<file path="config.mk">
export PLATFORM = sky130hd
export DESIGN_NAME = steq_scale
export DESIGN_NICKNAME = d
export VERILOG_FILES = /design/src/hw/rtl/steq_pkg.sv /design/src/hw/rtl/steq_scale.sv
export SDC_FILE = /design/constraint.sdc
export NUM_CORES = 2
export LEC_CHECK = 0
export BUFFER_PORTS_ARGS = -buffer_cell sky130_fd_sc_hd__buf_2
export CAP_MARGIN = 20
export CORE_MARGIN = 4
export CORE_UTILIZATION = 40
export DETAILED_ROUTE_END_ITERATION = 12
export GPL_TIMING_DRIVEN = 0
export SLEW_MARGIN = 5
export SYNTH_ARGS = -nofsm -noshare
export SYNTH_HDL_FRONTEND = slang
export SYNTH_SLANG_ARGS = --single-unit
</file>
<file path="constraint.sdc">
create_clock -name clock -period 15.3 [get_ports clock]
set_input_delay 4.59 -clock clock [delete_from_list [all_inputs] [get_ports clock]]
set_output_delay 4.59 -clock clock [all_outputs]
set_load 0.01 [all_outputs]
</file>
<file path="src/hw/rtl/steq_pkg.sv">
// ----------------------------------------------------------------------------
// steq_pkg
// Types, codes and helper functions shared by the sorted timer event queue.
// ----------------------------------------------------------------------------
package steq_pkg;

   localparam int DEPTH = 16;

   localparam logic [31:0] EMPTY_DELAY = 32'd100000;
   localparam logic [31:0] RECIP3      = 32'hAAAAAAAB;  // ceil(2^33 / 3)
   localparam logic [31:0] RECIP125    = 32'h83126E98;  // ceil(2^38 / 125)

   typedef enum logic [2:0] {
      OP_ADD     = 3'd0,
      OP_RADD    = 3'd1,
      OP_DELETE  = 3'd2,
      OP_RUN     = 3'd3,
      OP_FIND    = 3'd4,
      OP_SETBACK = 3'd5,
      OP_CLEAR   = 3'd6
   } op_type;

   typedef enum logic [1:0] {
      STAT_OK   = 2'd0,
      STAT_FULL = 2'd1,
      STAT_MISS = 2'd2
   } status_type;

   typedef enum logic [2:0] {
      CELL_HOLD,
      CELL_INSERT,
      CELL_DELETE,
      CELL_POP,
      CELL_SETBACK,
      CELL_CLEAR
   } cell_op_type;

   typedef enum logic [2:0] {
      ST_IDLE,
      ST_SCALE,
      ST_EXEC,
      ST_RUN,
      ST_REPLY
   } state_type;

   typedef struct packed {
      logic [2:0]  op;
      logic [31:0] now;
      logic [15:0] handle;
      logic [23:0] delay;
      logic [7:0]  weight;
      logic [9:0]  rnd;
      logic [31:0] back_by;
   } req_type;

   typedef struct packed {
      logic               kind;
      logic [15:0]        fired_handle;
      logic [1:0]         status;
      logic               found;
      logic signed [31:0] next_delay;
      logic               last;
   } rsp_type;

   typedef struct packed {
      logic [31:0] due;
      logic [15:0] handle;
      logic        heavy;
   } data_type;

   typedef struct packed {
      logic     valid;
      data_type data;
   } entry_type;

   typedef struct packed {
      logic after;
      logic seen;
   } link_type;

   typedef struct packed {
      cell_op_type op;
      logic [31:0] due;
      logic [15:0] handle;
      logic        heavy;
      logic [31:0] back;
   } cmd_type;

   function automatic logic [31:0] sat_add(input logic [31:0] now, input logic [24:0] dly);
      logic [32:0] sum;
      sum = {1'b0, now} + 33'(dly);
      return sum[32] ? 32'hFFFFFFFF : sum[31:0];
   endfunction

   function automatic logic [31:0] head_delay(input logic valid, input logic [31:0] due,
                                              input logic [31:0] now);
      logic signed [32:0] diff;
      logic [31:0]        res;
      diff = $signed({1'b0, due}) - $signed({1'b0, now});
      if (!valid) begin
         res = EMPTY_DELAY;
      end else if (diff > 33'sh07FFFFFFF) begin
         res = 32'h7FFFFFFF;
      end else if (diff < -33'sh080000000) begin
         res = 32'h80000000;
      end else begin
         res = diff[31:0];
      end
      return res;
   endfunction

endpackage

</file>
<file path="src/hw/rtl/steq_scale.sv">
// ----------------------------------------------------------------------------
// steq_scale
// Four-stage pipeline for the randomised delay:
// t = 2d/3, result = t + rnd*t/1000, small delays pass through.
// ----------------------------------------------------------------------------
module steq_scale import steq_pkg::*; (
   input  logic        clock,
   input  logic        reset,
   input  logic        start,
   input  logic [23:0] delay,
   input  logic [9:0]  rnd,
   output logic        done,
   output logic [24:0] scaled
);

   logic        v1_ff, v2_ff, v3_ff, v4_ff;
   logic [23:0] d1_ff, d2_ff, d3_ff;
   logic        small1_ff, small2_ff, small3_ff;
   logic [9:0]  rnd1_ff;
   logic [23:0] t1_ff, t2_ff, t3_ff;
   logic [33:0] p2_ff;
   logic [23:0] q3_ff;
   logic [24:0] out4_ff;

   logic [56:0] prod1;
   logic [62:0] prod3;

   // divide by three via reciprocal
   assign prod1 = 57'({delay, 1'b0}) * 57'(RECIP3);
   // divide by 1000 as shift by three then reciprocal of 125
   assign prod3 = 63'(p2_ff[33:3]) * 63'(RECIP125);

   always_ff @(posedge clock) begin
      if (reset) begin
         v1_ff <= 1'b0;
         v2_ff <= 1'b0;
         v3_ff <= 1'b0;
         v4_ff <= 1'b0;
      end else begin
         v1_ff <= start;
         v2_ff <= v1_ff;
         v3_ff <= v2_ff;
         v4_ff <= v3_ff;
      end
   end

   always_ff @(posedge clock) begin
      d1_ff     <= delay;
      small1_ff <= (delay < 24'd3);
      rnd1_ff   <= rnd;
      t1_ff     <= prod1[56:33];

      d2_ff     <= d1_ff;
      small2_ff <= small1_ff;
      t2_ff     <= t1_ff;
      p2_ff     <= 34'(rnd1_ff) * 34'(t1_ff);

      d3_ff     <= d2_ff;
      small3_ff <= small2_ff;
      t3_ff     <= t2_ff;
      q3_ff     <= prod3[61:38];

      out4_ff   <= small3_ff ? 25'(d3_ff) : 25'(t3_ff) + 25'(q3_ff);
   end

   assign done   = v4_ff;
   assign scaled = out4_ff;

endmodule

</file>
# After elaboration in Yosys (flattened, before gate mapping)
# Index checks and enable logic that the tools add are counted.
# totals
register_bits	244
input_bits	37
output_inout_bits	26
elab_cells	24
# classes
addsub	1
multipliers	3
order_cmp	1
muxes	1
# op_table
op	count
$mul 31x29->59 const B	1
$mul 24x32->56 const B	1
$mul 10x24->34	1
$add 24x24->25	1
$lt 24x2->1 const B	1
$mux 24	1

# Logic depth before layout (Yosys ltp)
# depth
depth_word	2
depth_mapped	25
ltp_nobuf	25

# Worst setup path after synthesis
# No wires, ideal clock.
# synth_path
kind	input-to-reg
from	in delay[0]
to	reg t1_ff[22]
arrival_ns	10.819
slack_ns	4.354
cell_stages	20
path_buffers	0
path_cell_list	ha_1 > fa_1 > fa_1 > inv_1 > fa_1 > fa_1 > fa_1 > fa_1 > inv_1 > ha_1 > nand2_1 > or4_1 > a21o_1 > a2111oi_4 > o31ai_2 > o22ai_2 > o211a_4 > a21oi_2 > and4b_1 > or3_1
# synth_via
elab_chain_cells	1
# synth_lines
element	line_no	source
start: declaration	steq_scale.sv:10	input logic [23:0] delay,
$mul 24x32->56	steq_scale.sv:29	assign prod1 = 57'({delay, 1'b0}) * 57'(RECIP3);
via prod1[55]	steq_scale.sv:25	logic [56:0] prod1;
end signal: assignment	steq_scale.sv:51	t1_ff <= prod1[56:33];
end: declaration	steq_scale.sv:20	logic [23:0] t1_ff, t2_ff, t3_ff;
# The timed path passes the listed nets, and every way through them passes these cells.
# A chain may end at the register's enable or synchronous reset.

# Worst setup path after layout
# layout_path
from	in delay[2]
to	reg t1_ff[22]
# The elaborated chain is that of the path after synthesis.

==> metrics <==
status=completed; Ys Warns=0; GP Congestion=about 0.87; EDFF count, synth=0; crit path DAT=between 10 and 15 ns; Antenna Violating Nets Remaining=0; Synth cell types=approximately 60; Core Box Area=88500 um2; initial antenna violation count=0; Post-CTS Hold Fix Bufs=0; met3 Resource Use GR=0.0155; clk slew on worst S/H paths=0.07 ns; First DRT Iteration DRCs=963; ant diodes=0; Final #Nets=approximately 5000; Req. time, crit path=15.75 ns; total wire length=80.1 mm; Max-Slew Margin vs Limit=0.371; via count=22900; TritonCTS clock tree=yes; CTS Buf Count=26; GR Layer Usage met2=0.305; Post CTS Setup Buffer Count=0; FF/Latch Area=4820 um2; cts repair resizes=0; Synth async-reset ratio=0; Clock Latency Late Sink=between 0.5 and 0.6 ns; # DRC=0; Avg WL per Cell=~17 um; Die Ht=~310 um; IO Port Bufs=62; cell taking the most area after synthesis=fa_1; gr usage total=0.176; multi-input gate area in the final layout=27100 um2; vias per inst=about 4.8; Critical Path End Type=flop; CP Max Fanout=6; clk root buf=clkbuf_16; period utilization=0.752; layout cell share with drive strength beyond 1=0.0356; GR peak layer=met2; sequential fraction of the synthesis area=0.135; synth-to-layout area growth=7.56%; M1 GR Usage=0.245; Synth Register Bits=241; Post-synth top cells=inv_1, ha_1, fa_1; hold violation total from the final report=0; Mapped Nets=4895; Top FF cell, synth=dfxtp_1; Final Util=0.434; Synth top area share=0.358; RSZ-0062 raised after global routing=false; clock skew=around 0.016 ns; DRT Pass-1 Iters=5; Avg Cell Area, Syn=10.1 um2; Site Rows=109; fill cell count=8606; startpoint type of the worst setup path=primary input; Synth area leaders=fa_1, ha_1, dfxtp_1; Hold Crit Class=flop to flop; pin count of the biggest net entering global routing=17; vias in the first global route=24500; Setup TNS=0 ns; WS Path Type=primary input to flop; Final Slew Violations=0; count leader, synth=inv_1; remaining global-route overflow=0; H-Tree Depth=1; MaxCap Viol Count=0; Mapped Cells=3540; Max Clk Rate=approximately 87 MHz; slew at the pin closest to its max-slew limit=slightly above 0.9 ns; first-pass GRT wire length=roughly 130 mm; clk sinks=241; post-synthesis cell area=about 36000 um2; clk buf depth=3; die area=94100 um2; Setup violations, final=0; Final HPWL DP=68.8 mm; fin crit period=11.51 ns; chip width=307 um; Initial Utilization=0.403; I/O pin count=63
[worst paths after layout]
| path | slack, ns | end | cells after the start | from |
|---|---|---|---|---|
| max | 3.79 | t1_ff[22]$_DFF_P_ | 24 | delay[2] |
| min reg2reg | 0.32 | d3_ff[17]$_DFF_P_ | 0 | d2_ff[17]$_DFF_P_ |
| max reg2reg | 7.38 | q3_ff[22]$_DFF_P_ | 23 | p2_ff[18]$_DFF_P_ |
| min | 0.32 | d3_ff[17]$_DFF_P_ | 0 | d2_ff[17]$_DFF_P_ |
[logic make-up (layout without fill, tap and decap cells)]
kind of cell,count (synthesis),in the layout,share of synthesized area
xor gates and xnor gates,90,90,0.0221
and+or+nand+nor,511,511,0.0719
adders and majority gates,1318,1318,0.596
DFF,241,241,0.135
buffers and inverters,1010,1119,0.106
AOI/OAI and AO/OA,366,366,0.0671
muxes,4,4,0.00123
[metrics by stage]
step	hold slack (ns)	area (um2)	worst slack, ns	instances
floorplan	0.310	35700	4.35	3540
detailed placement	0.312	37500	3.20	4767
global placement	0.310	37500	3.21	4767
global route	0.325	38400	3.42	4814
finish	0.318	38400	3.79	4814
CTS	0.323	38400	3.78	4814
[flip-flops by register name, summed over array words and instances, names as in the netlist]
name and flops:
small1_ff 1, v2_ff 1, t1_ff 24, d2_ff 24, q3_ff 24, t2_ff 24
rnd1_ff 10, done 1, small2_ff 1, p2_ff 31, v3_ff 1, d1_ff 24
small3_ff 1, d3_ff 24, t3_ff 24, v1_ff 1, scaled 25
[cell type report]
class / instances / share of cell area
Multi-Input combinational cell: 2289 / 0.705
Sequential cell: 241 / 0.126
Inverter: 960 / 0.0939
Tap cell: 1165 / 0.0380
Clock buffer: 28 / 0.0174
Timing Repair Buffer: 62 / 0.00808
Clock inverter: 19 / 0.00681
Buffer: 50 / 0.00489
[metal layers]
metal,share of wire,up-vias
li1,-,11200
met1,0.47,11400
met2,0.49,299
met3,0.030,53
met4,0.015,0
met5,0,-
[layout by cell type, fill, tap and decap left out, types with 11 or more instances in the layout]
cell type and count:
dfxtp_1 241, a211oi_1 22, buf_2 62, clkbuf_16 26
nor2_1 62, nand2_1 188, o21a_1 17, a21o_1 65
a21oi_1 110, nor3_1 22, nor2b_1 23, nand4_1 20
ha_1 680, clkbuf_1 51, o21ai_0 75, fa_1 638
and3_1 11, xor2_1 31, nand2b_1 13, inv_1 960
and2_1 118, xnor2_1 59, nand3_1 22
[worst max-delay path, cell delays in order]
cell and delay [ns]:
buf_2 0.16, ha_1 0.37, fa_1 0.64, fa_1 0.81
inv_1 0.15, fa_1 0.71, inv_1 0.14, fa_1 0.53
xor2_1 0.17, ha_1 0.30, inv_1 0.08, fa_1 0.51
inv_1 0.04, ha_1 0.32, and4_1 0.22, and4_1 0.21
nand2_1 0.13, a2111oi_4 0.58, o31ai_2 0.19, o22ai_2 0.22
o211a_4 0.22, a21oi_2 0.10, and4b_1 0.19, or3_1 0.36
Power is not shown: default switching activity piles up to over one toggle a cycle in this logic, so the estimate is an artifact.
