$ cat src/hw/rtl/steq_pkg.sv
// ----------------------------------------------------------------------------
// steq_pkg
// Types, codes and helper functions shared by the sorted timer event queue.
// ----------------------------------------------------------------------------
package steq_pkg;

   localparam int DEPTH = 16;

   localparam logic [31:0] EMPTY_DELAY = 32'd100000;
   localparam logic [31:0] RECIP3      = 32'hAAAAAAAB;  // ceil(2^33 / 3)
   localparam logic [31:0] RECIP125    = 32'h83126E98;  // ceil(2^38 / 125)

   typedef enum logic [2:0] {
      OP_ADD     = 3'd0,
      OP_RADD    = 3'd1,
      OP_DELETE  = 3'd2,
      OP_RUN     = 3'd3,
      OP_FIND    = 3'd4,
      OP_SETBACK = 3'd5,
      OP_CLEAR   = 3'd6
   } op_type;

   typedef enum logic [1:0] {
      STAT_OK   = 2'd0,
      STAT_FULL = 2'd1,
      STAT_MISS = 2'd2
   } status_type;

   typedef enum logic [2:0] {
      CELL_HOLD,
      CELL_INSERT,
      CELL_DELETE,
      CELL_POP,
      CELL_SETBACK,
      CELL_CLEAR
   } cell_op_type;

   typedef enum logic [2:0] {
      ST_IDLE,
      ST_SCALE,
      ST_EXEC,
      ST_RUN,
      ST_REPLY
   } state_type;

   typedef struct packed {
      logic [2:0]  op;
      logic [31:0] now;
      logic [15:0] handle;
      logic [23:0] delay;
      logic [7:0]  weight;
      logic [9:0]  rnd;
      logic [31:0] back_by;
   } req_type;

   typedef struct packed {
      logic               kind;
      logic [15:0]        fired_handle;
      logic [1:0]         status;
      logic               found;
      logic signed [31:0] next_delay;
      logic               last;
   } rsp_type;

   typedef struct packed {
      logic [31:0] due;
      logic [15:0] handle;
      logic        heavy;
   } data_type;

   typedef struct packed {
      logic     valid;
      data_type data;
   } entry_type;

   typedef struct packed {
      logic after;
      logic seen;
   } link_type;

   typedef struct packed {
      cell_op_type op;
      logic [31:0] due;
      logic [15:0] handle;
      logic        heavy;
      logic [31:0] back;
   } cmd_type;

   function automatic logic [31:0] sat_add(input logic [31:0] now, input logic [24:0] dly);
      logic [32:0] sum;
      sum = {1'b0, now} + 33'(dly);
      return sum[32] ? 32'hFFFFFFFF : sum[31:0];
   endfunction

   function automatic logic [31:0] head_delay(input logic valid, input logic [31:0] due,
                                              input logic [31:0] now);
      logic signed [32:0] diff;
      logic [31:0]        res;
      diff = $signed({1'b0, due}) - $signed({1'b0, now});
      if (!valid) begin
         res = EMPTY_DELAY;
      end else if (diff > 33'sh07FFFFFFF) begin
         res = 32'h7FFFFFFF;
      end else if (diff < -33'sh080000000) begin
         res = 32'h80000000;
      end else begin
         res = diff[31:0];
      end
      return res;
   endfunction

endpackage

$ cat src/hw/rtl/steq_cell.sv
// ----------------------------------------------------------------------------
// steq_cell
// One slot of the sorted entry row: holds an entry and shifts to or from
// its neighbours under the shared command.
// ----------------------------------------------------------------------------
module steq_cell import steq_pkg::*; (
   input  logic      clock,
   input  logic      reset,
   input  cmd_type   cmd,
   input  entry_type left,
   input  link_type  left_lnk,
   input  entry_type right,
   output entry_type ent,
   output link_type  lnk
);

   logic     valid_ff, valid_in;
   data_type data_ff, data_in;
   logic     match;
   logic     after;
   logic     seen;

   assign match = valid_ff && (data_ff.handle == cmd.handle);
   assign after = valid_ff && (data_ff.due > cmd.due);
   assign seen  = left_lnk.seen | match;

   assign ent = '{valid: valid_ff, data: data_ff};
   assign lnk = '{after: after, seen: seen};

   always_comb begin
      valid_in = valid_ff;
      data_in  = data_ff;
      case (cmd.op)
         CELL_INSERT: begin
            if (after || (!valid_ff && left.valid)) begin
               valid_in = 1'b1;
               if (left_lnk.after) begin
                  data_in = left.data;
               end else begin
                  data_in = '{due: cmd.due, handle: cmd.handle, heavy: cmd.heavy};
               end
            end
         end
         CELL_DELETE: begin
            if (seen) begin
               valid_in = right.valid;
               data_in  = right.data;
            end
         end
         CELL_POP: begin
            valid_in = right.valid;
            data_in  = right.data;
         end
         CELL_SETBACK: begin
            data_in.due = (data_ff.due > cmd.back) ? data_ff.due - cmd.back : 32'd0;
         end
         CELL_CLEAR: begin
            valid_in = 1'b0;
         end
         default: begin
         end
      endcase
   end

   always_ff @(posedge clock) begin
      if (reset) begin
         valid_ff <= 1'b0;
      end else begin
         valid_ff <= valid_in;
      end
   end

   always_ff @(posedge clock) begin
      data_ff <= data_in;
   end

endmodule

$ cat config.mk
export PLATFORM = sky130hd
export DESIGN_NAME = steq_cell
export DESIGN_NICKNAME = d
export VERILOG_FILES = /design/src/hw/rtl/steq_pkg.sv /design/src/hw/rtl/steq_cell.sv
export SDC_FILE = /design/constraint.sdc
export NUM_CORES = 1
export LEC_CHECK = 0
export ABC_CLOCK_PERIOD_IN_PS = 4280
export BUFFER_PORTS_ARGS = -buffer_cell sky130_fd_sc_hd__buf_2
export CAP_MARGIN = 20
export CORE_AREA = 2 2 115 117
export DETAILED_ROUTE_END_ITERATION = 10
export DIE_AREA = 0 0 117 119
export PLACE_DENSITY = 0.88
export SYNTH_ARGS = -nofsm -noshare
export SYNTH_HDL_FRONTEND = slang
export SYNTH_SLANG_ARGS = --single-unit
export TNS_END_PERCENT = 5
$ cat constraint.sdc
create_clock -name clock -period 4.28 [get_ports clock]
set_input_delay 0.856 -clock clock [delete_from_list [all_inputs] [get_ports clock]]
set_output_delay 0.856 -clock clock [all_outputs]
set_load 0.005 [all_outputs]
=== After elaboration in Yosys (flattened, before gate mapping) ===
Index checks and enable logic that the tools add are counted.

* Bits in registers: 50
* Bits in latches: 0
* RAM bits: 0
* ROM bits: 0
* Output and inout bits: 52
* Logic and storage cells: 36
* Memories kept: 0

* $add $sub $neg: 1
* Multipliers: 0
* Divide/modulo/power cells: 0
* Magnitude comparators: 2
* Eq/ne operators: 8
* Shift-type cells: 0
* Muxes and demuxes: 9
* Bitwise logic cells: 1
* Reductions and logical operators: 11

{| class="wikitable"
|+ Operators with widths
! cell !! number
|-
| 49-bit two-way mux || 3
|-
| 32-bit one-hot mux with 4 select lines || 1
|-
| 32-bit > comparator || 2
|-
| 17-bit one-hot mux with 3 select lines || 1
|-
| 32-bit two-way mux || 1
|-
| 32-bit subtractor || 1
|-
| 16-bit == test || 1
|-
| 3-bit AND reduction || 3
|-
| 4-bit nonzero test || 2
|-
| 3-bit by 2-bit == test with 1-bit output (second input constant) || 2
|-
| 3-bit == test (second input constant) || 2
|-
| 2-bit != test (second input constant) || 2
|-
| 1-bit one-hot mux with 4 select lines || 1
|-
| 3-bit by 1-bit == test with 1-bit output (second input constant) || 1
|-
| 1-bit logical AND || 3
|-
| 3-bit nonzero test || 1
|-
| 1-bit two-way mux || 2
|-
| 1-bit zero test || 1
|-
| 1-bit logical OR || 1
|-
| 1-bit OR || 1
|}

=== Logic depth before layout (Yosys ltp) ===
Gate-level depths: netlist of the first run.

* Word-level depth: 5
* Mapped depth: 13
* Gate-level depth less buffers: 13

=== Least setup slack after synthesis of the first run ===
OpenSTA, ideal clock, no wires.

* Path type: input to register
* Start: input cmd[54] in the netlist's numbering
* End: register data_ff, in the netlist ent[17] (enable)
* Setup time: 375 ps
* Arrival: 3992 ps
* Data required time: 3905 ps
* Path slack: -87 ps
* Cell stages on the path: 11
* Path buffers: 0
* Cells stage by stage: inv_1 -> ha_1 -> a21o_1 -> a21o_1 -> a21oi_1 -> o21a_1 -> o211ai_1 -> a221o_1 -> nand3_1 -> a211oi_1 -> or2_2

* Word-level cells in the longest chain between the ends: 5

{| class="wikitable"
|+ RTL lines
! element !! RTL line !! RTL
|-
| start, declared || steq_cell.sv:9 || <nowiki>input cmd_type cmd,</nowiki>
|-
| 32-bit > comparator || steq_cell.sv:24 || <nowiki>assign after = valid_ff && (data_ff.due > cmd.due);</nowiki>
|-
| 1-bit logical AND || steq_cell.sv:24 ||
|-
| 1-bit logical OR || steq_cell.sv:35 || <nowiki>if (after || (!valid_ff && left.valid)) begin</nowiki>
|-
| 2-bit != test (no source line) || n/a ||
|-
| 3-bit AND reduction (no source line) || n/a ||
|-
| end signal, assigned || steq_cell.sv:74 || <nowiki>data_ff <= data_in;</nowiki>
|-
| end, declared || steq_cell.sv:18 || <nowiki>data_type data_ff, data_in;</nowiki>
|}

Every way passes these cells.
A chain may end at the register's enable or synchronous reset.

==> results of run 1 <==
-- through the flow --
| stage | std cells | area (µm²) | hold slack, ns |
|---|---|---|---|
| 3_3_place_gp | 1033 | 7060 | 0.651 |
| 5_1_grt | 1042 | 7210 | 0.703 |
| 6_report | 1042 | 7210 | 0.663 |
| 3_5_place_dp | 1033 | 7060 | 0.653 |
| 2_1_floorplan | 638 | 5650 | 0.555 |
| 4_1_cts | 1041 | 7200 | 0.662 |
-- kinds of logic (layout without fill, tap and decap cells) --
logic type      Yosys count  count (layout)
fa+ha+maj                65              65
xor+xnor                 42              42
simple gates            149             149
compound gates          177             177
other cells               0               1
flops                    50              50
buf+inv                 106             333
mux                      49              49
-- sequential cells by signal, indices dropped and copies added (netlist names) --
name and flops:
ent 49, valid_ff 1
-- worst register-to-register path, stage by stage, from the launching register on --
cell and delay, ns:
edfxtp_1 0.42, inv_1 0.10, ha_1 0.16, inv_1 0.05
fa_1 0.42, a211oi_1 0.27, o21ai_1 0.19, o21ai_1 0.25
nand2_1 0.15, a21oi_2 0.30, o211ai_1 0.21, a31oi_1 0.25
xnor2_1 0.09, a221o_1 0.32
-- cell usage in the layout, fill, tap and decap left out, types with 3 or more instances in the layout --
cell type	instances
o211ai_1	4
xor2_1	11
a211oi_1	3
clkbuf_16	5
nand4_1	13
or3_1	3
edfxtp_1	49
nor2b_1	6
buf_2	239
o31ai_1	3
nand2_1	33
o21a_1	6
o21bai_1	4
buf_12	3
ha_1	64
a21oi_1	38
nand2b_1	4
o21ai_0	39
nor2_1	18
buf_4	4
mux2i_1	49
nand3b_1	5
xnor2_1	31
inv_1	79
nand3_1	11
a31oi_1	4
a21o_1	22
nor3_1	36
a221o_1	31
o221ai_1	3
and3_1	4
-- power by group --
group          switching (µW)  internal [µW]  total [µW]
clock                     189            217         406
combinational             441            376         817
sequential               37.9            597         635
-- layout make-up --
class	count	area share, %
clock buffers	5	1.74
inverters	79	4.11
multi-input cells	482	52.2
well taps	176	3.06
diodes	1	0.0347
clock inverters	3	0.278
repair buffers	246	17.8
flip-flops and latches	50	20.7
-- layer usage --
| layer | part of all wire [%] | global-route usage (%) |
|---|---|---|
| met4 | 3.1 | 9.19 |
| met5 | 0.039 | 0 |
| met3 | 7.6 | 5.14 |
| met1 | 42 | 31.9 |
| met2 | 47 | 43.6 |
-- Yosys cell counts (all sizes together), types with 12 or more instances --
library cell  count
xnor2            31
ha               64
inv              79
nand4            13
a221o            31
nand3            12
nor3             37
edfxtp           49
nand2            33
o21ai            41
clkbuf           19
a21oi            39
nor2             18
mux2i            49
a21o             22
-- path summary, 6_finish.rpt --
path                    to  slack [ns]  cells past startpoint
setup reg to reg   ent[45]        0.85                     13
hold reg to reg   valid_ff        0.66                      1
hold / removal    valid_ff        0.66                      1
setup / recovery    lnk[1]        0.62                     11
==> results.py, run 1 <==
metrics = {
    "status": {
        "run_status": "completed",
    },
    "clock_network": {
        "ctsHoldBuffers": 0,
        "clockBufferDepth": 2,
        "cts_htree_levels": 2,
        "post_cts_resized": 0,
        "clock_latency_ns": 0.29,
        "numCtsBuffers": 5,
        "post_cts_buffers": 0,
        "cts_sinks": 50,
        "cts-root-buf": "clkbuf_16",
        "cts.clk_slew.worst_paths_ns": 0.07,
        "cts_tree": "done",
    },
    "logic_synthesis": {
        "synth_top_family_by_area": "compound AO/OA/AOI/OAI gates",
        "yosysWarnings": 0,
        "synth-main-ff-cell": "edfxtp_1",
        "synth_mux_area_share_pct": 8.69,
        "synth.area.top_cells": "edfxtp_1 26%, ha_1 14%, mux2i_1 8.7%, a221o_1 5.5%, inv_1 5.3%",
        "syn_area_um2": 5640,
        "synth_seq_cells": 50,
        "syn_inst": 638,
        "synth_fa_ha_area_share_pct": 14.5,
        "synthSimpleGateAreaFrac_pct": 13.7,
        "synth_cell_type_count": 60,
        "async_flop_share_pct": 0,
        "synthXorXnorAreaFrac_pct": 6.52,
        "synth_edf_count": 49,
        "seq_area_frac_synth_pct": 26.4,
        "synth_compound_area_share_pct": 22.8,
        "syn_nets": 891,
        "post-synth-top-area-cell": "edfxtp_1",
        "synth_area_per_cell_um2": 8.85,
        "synth_top_area_share_pct": 26.1,
    },
    "die": {
        "pin_count": 240,
        "fp.coreArea_um2": 12900,
        "die_h_um": 119,
        "initial_core_util_pct": 43.8,
        "rows": 42,
        "die_area_um2": 13900,
        "die_w_um": 117,
    },
    "pwr": {
        "peakVddDrop_mv": 0.162,
        "power_density_nw_per_um2": 258,
        "power_uw": 1860,
        "power.leakage_uw": 0.00361,
    },
    "sta": {
        "slew_headroom_pct": 54.0,
        "setup_viol": 0,
        "worst_slew_pin_slew_ns": 0.689,
        "finClkSkew_ns": 0.00642,
        "final_max_slew_viol_count": 0,
        "finalHoldViolCount": 0,
        "min_period_ns": 3.66,
        "setup_ws_ns": 0.622,
        "rsz0062_at_grt": "false",
        "fmax_ghz": 0.273,
        "tns_ns": 0,
        "finalCritPeriodShare_pct": 85.5,
    },
    "place": {
        "place_ws_ns": 0.532,
        "numPortBuffers": 239,
        "globalplace.congestion": 0.935,
        "dp_hpwl_um": 15100,
    },
    "route": {
        "drtIter0Drc": 339,
        "wl_per_cell_um": 17.4,
        "postRouteAntennaNets": 0,
        "dr.pass1.iters": 5,
        "routed_wl_um": 18100,
        "drc_errors": 0,
        "vias": 5763,
        "routed_via_density": 5.53,
    },
    "layout": {
        "final_net_count": 1117,
        "drive_above_1_share_pct": 30.9,
        "syn_to_final_growth_pct": 27.7,
        "multiInputGateArea_um2": 3760,
        "post-route-util_pct": 56.0,
        "nFillCells": 1192,
        "area.sequential_um2": 1490,
    },
    "global_routing": {
        "grt.overflow.total": 0,
        "grt_pass1_vias": 5788,
        "grt_max_degree": 50,
        "track_usage_pct": 25.6,
        "grt_antenna_before_repair": 2,
        "grt_pass1_wl_um": 27900,
    },
    "worst_setup_path": {
        "cp_cell_sequence": "buf_2 -> inv_1 -> ha_1 -> a21o_1 -> a21o_1 -> a21oi_1 -> o21ai_0 -> a221o_1 -> nand3_1 -> inv_1 -> buf_2",
        "crit_type": "primary input to output pin",
        "critical_path_arrival_ns": 2.80,
        "r2r_start": "ent[17]",
        "critical_path.top_delay_family": "compound AO/OA/AOI/OAI gates",
        "cp-startpoint": "cmd[66]",
        "cp-start-kind": "primary input",
        "cp_num_buf_inv": 4,
        "cp-end-kind": "output pin",
        "cpPeakStageDelay_ns": 0.40,
        "cp_max_fo": 2,
        "required_ns": 3.42,
        "crit_slowest_cell": "a221o_1",
    },
    "job": {
        "maxCapViolCount": 0,
    },
    "min_path": {
        "min-delay-start": "valid_ff",
        "hold_path.class": "flop to flop",
    },
}
(Power assumes the default switching activity.)
==> inputs of run 2 (changes only) <==
ABC_CLOCK_PERIOD_IN_PS = 3400   (was 4280)
CORE_AREA = 2 2 110 112   (was 2 2 115 117)
DIE_AREA = 0 0 112 114   (was 0 0 117 119)
PLACE_DENSITY = 0.92   (was 0.88)
clock period = 3.4 ns   (was 4.28 ns; I/O delays follow)
==> run 2 against run 1 <==
Clock skew is 0.0037 ns higher. Routed wire length is 1.7% higher. Clock power is 46% higher. First-iteration DRC count is 47% higher.
==> results.py, run 2 (synthesized netlist as in run 1, its figures left out) <==
metrics = {
    "sta": {
        "fmax_ghz": 0.303,
        "final_max_slew_viol_count": 0,
        "finalHoldViolCount": 0,
        "setup_viol": 0,
        "min_period_ns": 3.30,
        "finClkSkew_ns": 0.0101,
        "worst_slew_pin_slew_ns": 0.532,
        "rsz0062_at_grt": "false",
        "slew_headroom_pct": 64.5,
        "finalCritPeriodShare_pct": 97.1,
    },
    "global_routing": {
        "grt_pass1_wl_um": 28200,
        "grt.overflow.total": 0,
        "track_usage_pct": 27.4,
        "grt_max_degree": 52,
        "grt_antenna_before_repair": 2,
        "grt_pass1_vias": 5783,
    },
    "status": {
        "run_status": "completed",
    },
    "worst_setup_path": {
        "cp_max_fo": 2,
        "required_ns": 2.72,
        "cp-start-kind": "primary input",
        "rr_worst_depth": 13,
        "critical_path_arrival_ns": 2.62,
        "crit_type": "primary input to output pin",
        "cp-end-kind": "output pin",
    },
    "die": {
        "die_area_um2": 12800,
        "rows": 40,
        "fp.coreArea_um2": 11700,
        "die_h_um": 114,
        "pin_count": 240,
        "die_w_um": 112,
        "initial_core_util_pct": 48.2,
    },
    "layout": {
        "syn_to_final_growth_pct": 30.1,
        "mostFrequentLayoutCells": "239 x buf_2, 79 x inv_1, 64 x ha_1, 49 x mux2i_1, 49 x edfxtp_1",
        "final_net_count": 1134,
        "finalInstanceArea_um2": 7340,
        "final_common_cell": "buf_2",
        "drive_above_1_share_pct": 32.5,
        "largest_reg_flops": 49,
        "post-route-util_pct": 62.7,
    },
    "route": {
        "dr.pass1.iters": 7,
        "highest_layer": "met4",
        "dr_wl_met3_um": 1670,
        "vias": 5960,
        "routed_wl_um": 18400,
        "drc_errors": 0,
        "wl_per_cell_um": 17.9,
        "routed_via_density": 5.78,
        "wl_met1_um": 7180,
        "postRouteAntennaNets": 0,
        "drtIter0Drc": 497,
        "wl_met2_um": 9000,
    },
    "pwr": {
        "power_density_nw_per_um2": 337,
        "peakVddDrop_mv": 0.240,
        "power.leakage_uw": 0.00370,
    },
    "clock_network": {
        "cts_tree": "done",
        "ctsHoldBuffers": 0,
        "cts_htree_levels": 2,
        "numCtsBuffers": 5,
        "cts.clk_slew.worst_paths_ns": 0.07,
        "clock_latency_ns": 0.29,
        "clockBufferDepth": 2,
        "cts_sinks": 50,
        "cts-root-buf": "clkbuf_16",
    },
    "min_path": {
        "whs_path_depth": 1,
        "hold_path.class": "flop to flop",
    },
    "place": {
        "dp_hpwl_um": 15000,
        "placed_area_um2": 7140,
        "globalplace.congestion": 0.903,
        "numPortBuffers": 239,
    },
    "job": {
        "maxCapViolCount": 0,
    },
}
[run 2: cell count changes in the layout (fill, tap and decap cells not counted), sizes merged]
| cell | previous run | this run |
|---|---|---|
| buf | 246 | 263 |
| bufinv | 0 | 1 |
| clkinv | 1 | 0 |
| clkinvlp | 1 | 2 |
| diode | 1 | 2 |
| inv | 80 | 79 |
[run 2: critical path, cell delays in order]
cell	delay, ns
buf_2	0.09
inv_1	0.04
ha_1	0.29
nor2b_1	0.13
o21a_1	0.16
o21a_1	0.16
o21ai_1	0.20
o211ai_1	0.15
a221o_1	0.36
nand3_1	0.16
inv_1	0.09
buf_2	0.13
[run 2: what timing repair did]
action | in CTS | in global routing
gates resized for setup | 0 | 3
buffers inserted | 0 | 2
endpoints found under the hold margin | 0 | 0
setup endpoints to repair | 0 | 1
[run 2: cell type report]
cell class / count / area, µm²
antenna: 2 / 5.00
clock inverter: 3 / 45.0
fill: 1008 / 4370
multi-input combinational: 482 / 3780
sequential: 50 / 1490
timing repair buffer: 263 / 1410
inverter: 79 / 297
tap: 147 / 184
clock buffer: 5 / 125
[run 2: worst paths after layout]
path | slack [ns] | startpoint | end
min reg2reg | 0.65 | valid_ff | valid_ff
max reg2reg | 0.11 | ent[17] | ent[37]
max | 0.1 | cmd[50] | lnk[1]
min | 0.65 | valid_ff | valid_ff
[run 2: routing by layer]
metal	GRT usage, %	vias to the layer above
li1	-	2867
met1	33.0	2733
met2	49.0	315
met3	5.84	45
met4	8.94	0
met5	0	-
[run 2: per-stage QoR]
step	hold WS (ns)	worst slack [ns]	total power [µW]	instances	setup TNS, ns
4_1_cts	0.654	0.0213	2460	1027	0
6_report	0.646	0.0977	2470	1031	0
3_3_place_gp	0.616	0.00575	1830	1019	0
5_1_grt	0.664	0.00901	2600	1030	0
3_5_place_dp	0.642	-0.0403	1870	1019	-0.0830
2_1_floorplan	0.555	0.00260	1470	638	0
[run 2: where the power goes]
group / switching (µW) / leakage, µW / internal (µW)
clock: 247 / 0.0000761 / 348
sequential: 47.6 / 0.000479 / 752
combinational: 577 / 0.00314 / 500
==> inputs of run 3 (changes only) <==
GPL_TIMING_DRIVEN = 0   (was default)
==> run 3 against run 2 <==
Via count up 1.8%. Worst hold slack worse by 0.00075 ns. Maximum frequency down 1.0%. Power down 0.51%. Critical path depth up 1. Core utilization down 0.80 points. Routed wire length up 6.4%. Cell count up 0.19%. Clock power up 0.7%. Global-route usage up 1.3 points. Highest routed layer is now met5. Sequential power about the same. Clock-buffer cell count unchanged.
==> results.py, run 3 (synthesized netlist as in run 1, its figures left out) <==
metrics = {
    "status": {
        "run_status": "completed",
    },
    "worst_setup_path": {
        "cp_max_fo": 2,
        "crit_type": "primary input to output pin",
        "r2r_start": "ent[17]",
        "required_ns": 2.72,
        "ff2ff_setup_slack_ns": 0.17,
        "rr_worst_depth": 13,
        "cp-end-kind": "output pin",
        "critical_path_arrival_ns": 2.66,
        "cp-start-kind": "primary input",
        "rr_endpoint": "ent[47]",
    },
    "route": {
        "drc_errors": 0,
        "routed_via_density": 5.88,
        "drtIter0Drc": 488,
        "postRouteAntennaNets": 0,
        "dr.pass1.iters": 5,
        "wl_per_cell_um": 19.0,
        "routed_wl_um": 19600,
        "vias": 6069,
    },
    "pwr": {
        "peakVddDrop_mv": 0.198,
        "power.leakage_uw": 0.00363,
        "power_density_nw_per_um2": 339,
        "power_uw": 2460,
    },
    "sta": {
        "finalHoldViolCount": 0,
        "worst_slew_pin_slew_ns": 0.951,
        "finalCritPeriodShare_pct": 98.2,
        "rsz0062_at_grt": "true",
        "slew_headroom_pct": 36.4,
        "setup_ws_ns": 0.0628,
        "final_max_slew_viol_count": 0,
        "fmax_ghz": 0.300,
        "min_period_ns": 3.34,
        "finClkSkew_ns": 0.00614,
        "setup_viol": 0,
        "hold_ws_ns": 0.646,
    },
    "layout": {
        "mostFrequentLayoutCells": "242 x buf_2, 79 x inv_1, 64 x ha_1, 49 x mux2i_1, 49 x edfxtp_1",
        "final_net_count": 1137,
        "nFillCells": 1032,
        "largest_reg_flops": 49,
        "multiInputGateArea_um2": 3790,
        "post-route-util_pct": 61.9,
        "syn_to_final_growth_pct": 28.5,
        "drive_above_1_share_pct": 30.8,
        "final_common_cell": "buf_2",
        "area.sequential_um2": 1490,
    },
    "die": {
        "pin_count": 240,
        "die_w_um": 112,
        "initial_core_util_pct": 48.2,
        "rows": 40,
        "fp.coreArea_um2": 11700,
        "die_h_um": 114,
        "die_area_um2": 12800,
    },
    "place": {
        "globalplace.congestion": 0.979,
        "dp_hpwl_um": 15800,
        "numPortBuffers": 238,
        "place_ws_ns": -1.24,
    },
    "clock_network": {
        "cts-root-buf": "clkbuf_16",
        "clockBufferDepth": 2,
        "cts_htree_levels": 2,
        "cts_tree": "done",
        "cts.clk_slew.worst_paths_ns": 0.07,
        "cts_sinks": 50,
        "clock_latency_ns": 0.29,
        "numCtsBuffers": 5,
    },
    "min_path": {
        "whs_path_depth": 3,
        "holdPathEnd": "valid_ff",
        "hold_path.class": "primary input to flop",
        "min-delay-start": "reset",
    },
    "global_routing": {
        "grt_pass1_wl_um": 29100,
        "grt.overflow.total": 0,
        "grt_pass1_vias": 5823,
        "grt_max_degree": 33,
        "grt_antenna_before_repair": 2,
        "track_usage_pct": 28.8,
    },
    "job": {
        "maxCapViolCount": 0,
    },
}
run 3: changes by cell type in the layout (fill, tap and decap cells not counted), moves of 2 or more:
cell,delta
buf_12,-3
buf_2,+3
buf_4,-17
clkbuf_1,+19
o21ai_1,-2
o21ai_2,+3
run 3: cell type report:
class | count | area share, %
clock buffer | 5 | 1.73
clock inverter | 3 | 0.621
antenna | 1 | 0.0345
multi-input combinational | 482 | 52.3
inverter | 79 | 4.09
tap | 147 | 2.54
sequential | 50 | 20.6
buffer | 27 | 1.62
timing repair buffer | 239 | 16.5
run 3: through the flow:
step / instance area, µm² / TNS [ns] / std cells
6_report: 7250 / 0 / 1033
5_1_grt: 7250 / -0.0419 / 1033
4_1_cts: 7220 / 0 / 1032
3_5_place_dp: 7030 / -46.67 / 1023
3_3_place_gp: 7030 / -48.90 / 1023
2_1_floorplan: 5660 / 0 / 638
run 3: power by group:
part,switching (µW),total (µW),internal (µW)
registers,48.1,800,752
clock network,250,598,348
logic,584,1060,477
total,881,2460,1580
run 3: what timing repair did:
item                                    in CTS  in global routing
gates cloned                                 0                  0
setup buffers                                1                  0
gates resized for setup                      5                  6
pin swaps                                    1                  1
hold buffers                                 0                  0
endpoints found under the setup margin      51                 29
run 3: worst max-delay path: stages:
cell      delay [ns]
buf_2           0.09
inv_1           0.04
ha_1            0.30
nor2b_1         0.14
o21a_1          0.16
o21a_1          0.18
o21ai_2         0.18
o211ai_1        0.14
a221o_1         0.36
nand3_2         0.12
inv_1           0.04
buf_4           0.12
buf_2           0.13
run 3: how the worst max path moves through the flow:
| stage | from | endpoint | slack (ns) | depth (start not counted) |
|---|---|---|---|---|
| after floorplan | cmd[54] | ent[17] | 0.003 | 11 |
| after global placement | cmd[55] | ent[43] | -1.28 | 11 |
| after detailed placement | cmd[60] | ent[40] | -1.24 | 11 |
| after CTS | ent[17] | ent[47] | 0.03 | 13 |
| after global routing | cmd[54] | lnk[1] | -0.04 | 13 |
| final | cmd[50] | lnk[1] | 0.06 | 13 |
run 3: routing by layer:
metal	track usage, %	share of wire, %
met1	34.2	39
met2	52.2	49
met3	5.21	8.2
met4	10.3	3.3
met5	0	0.077
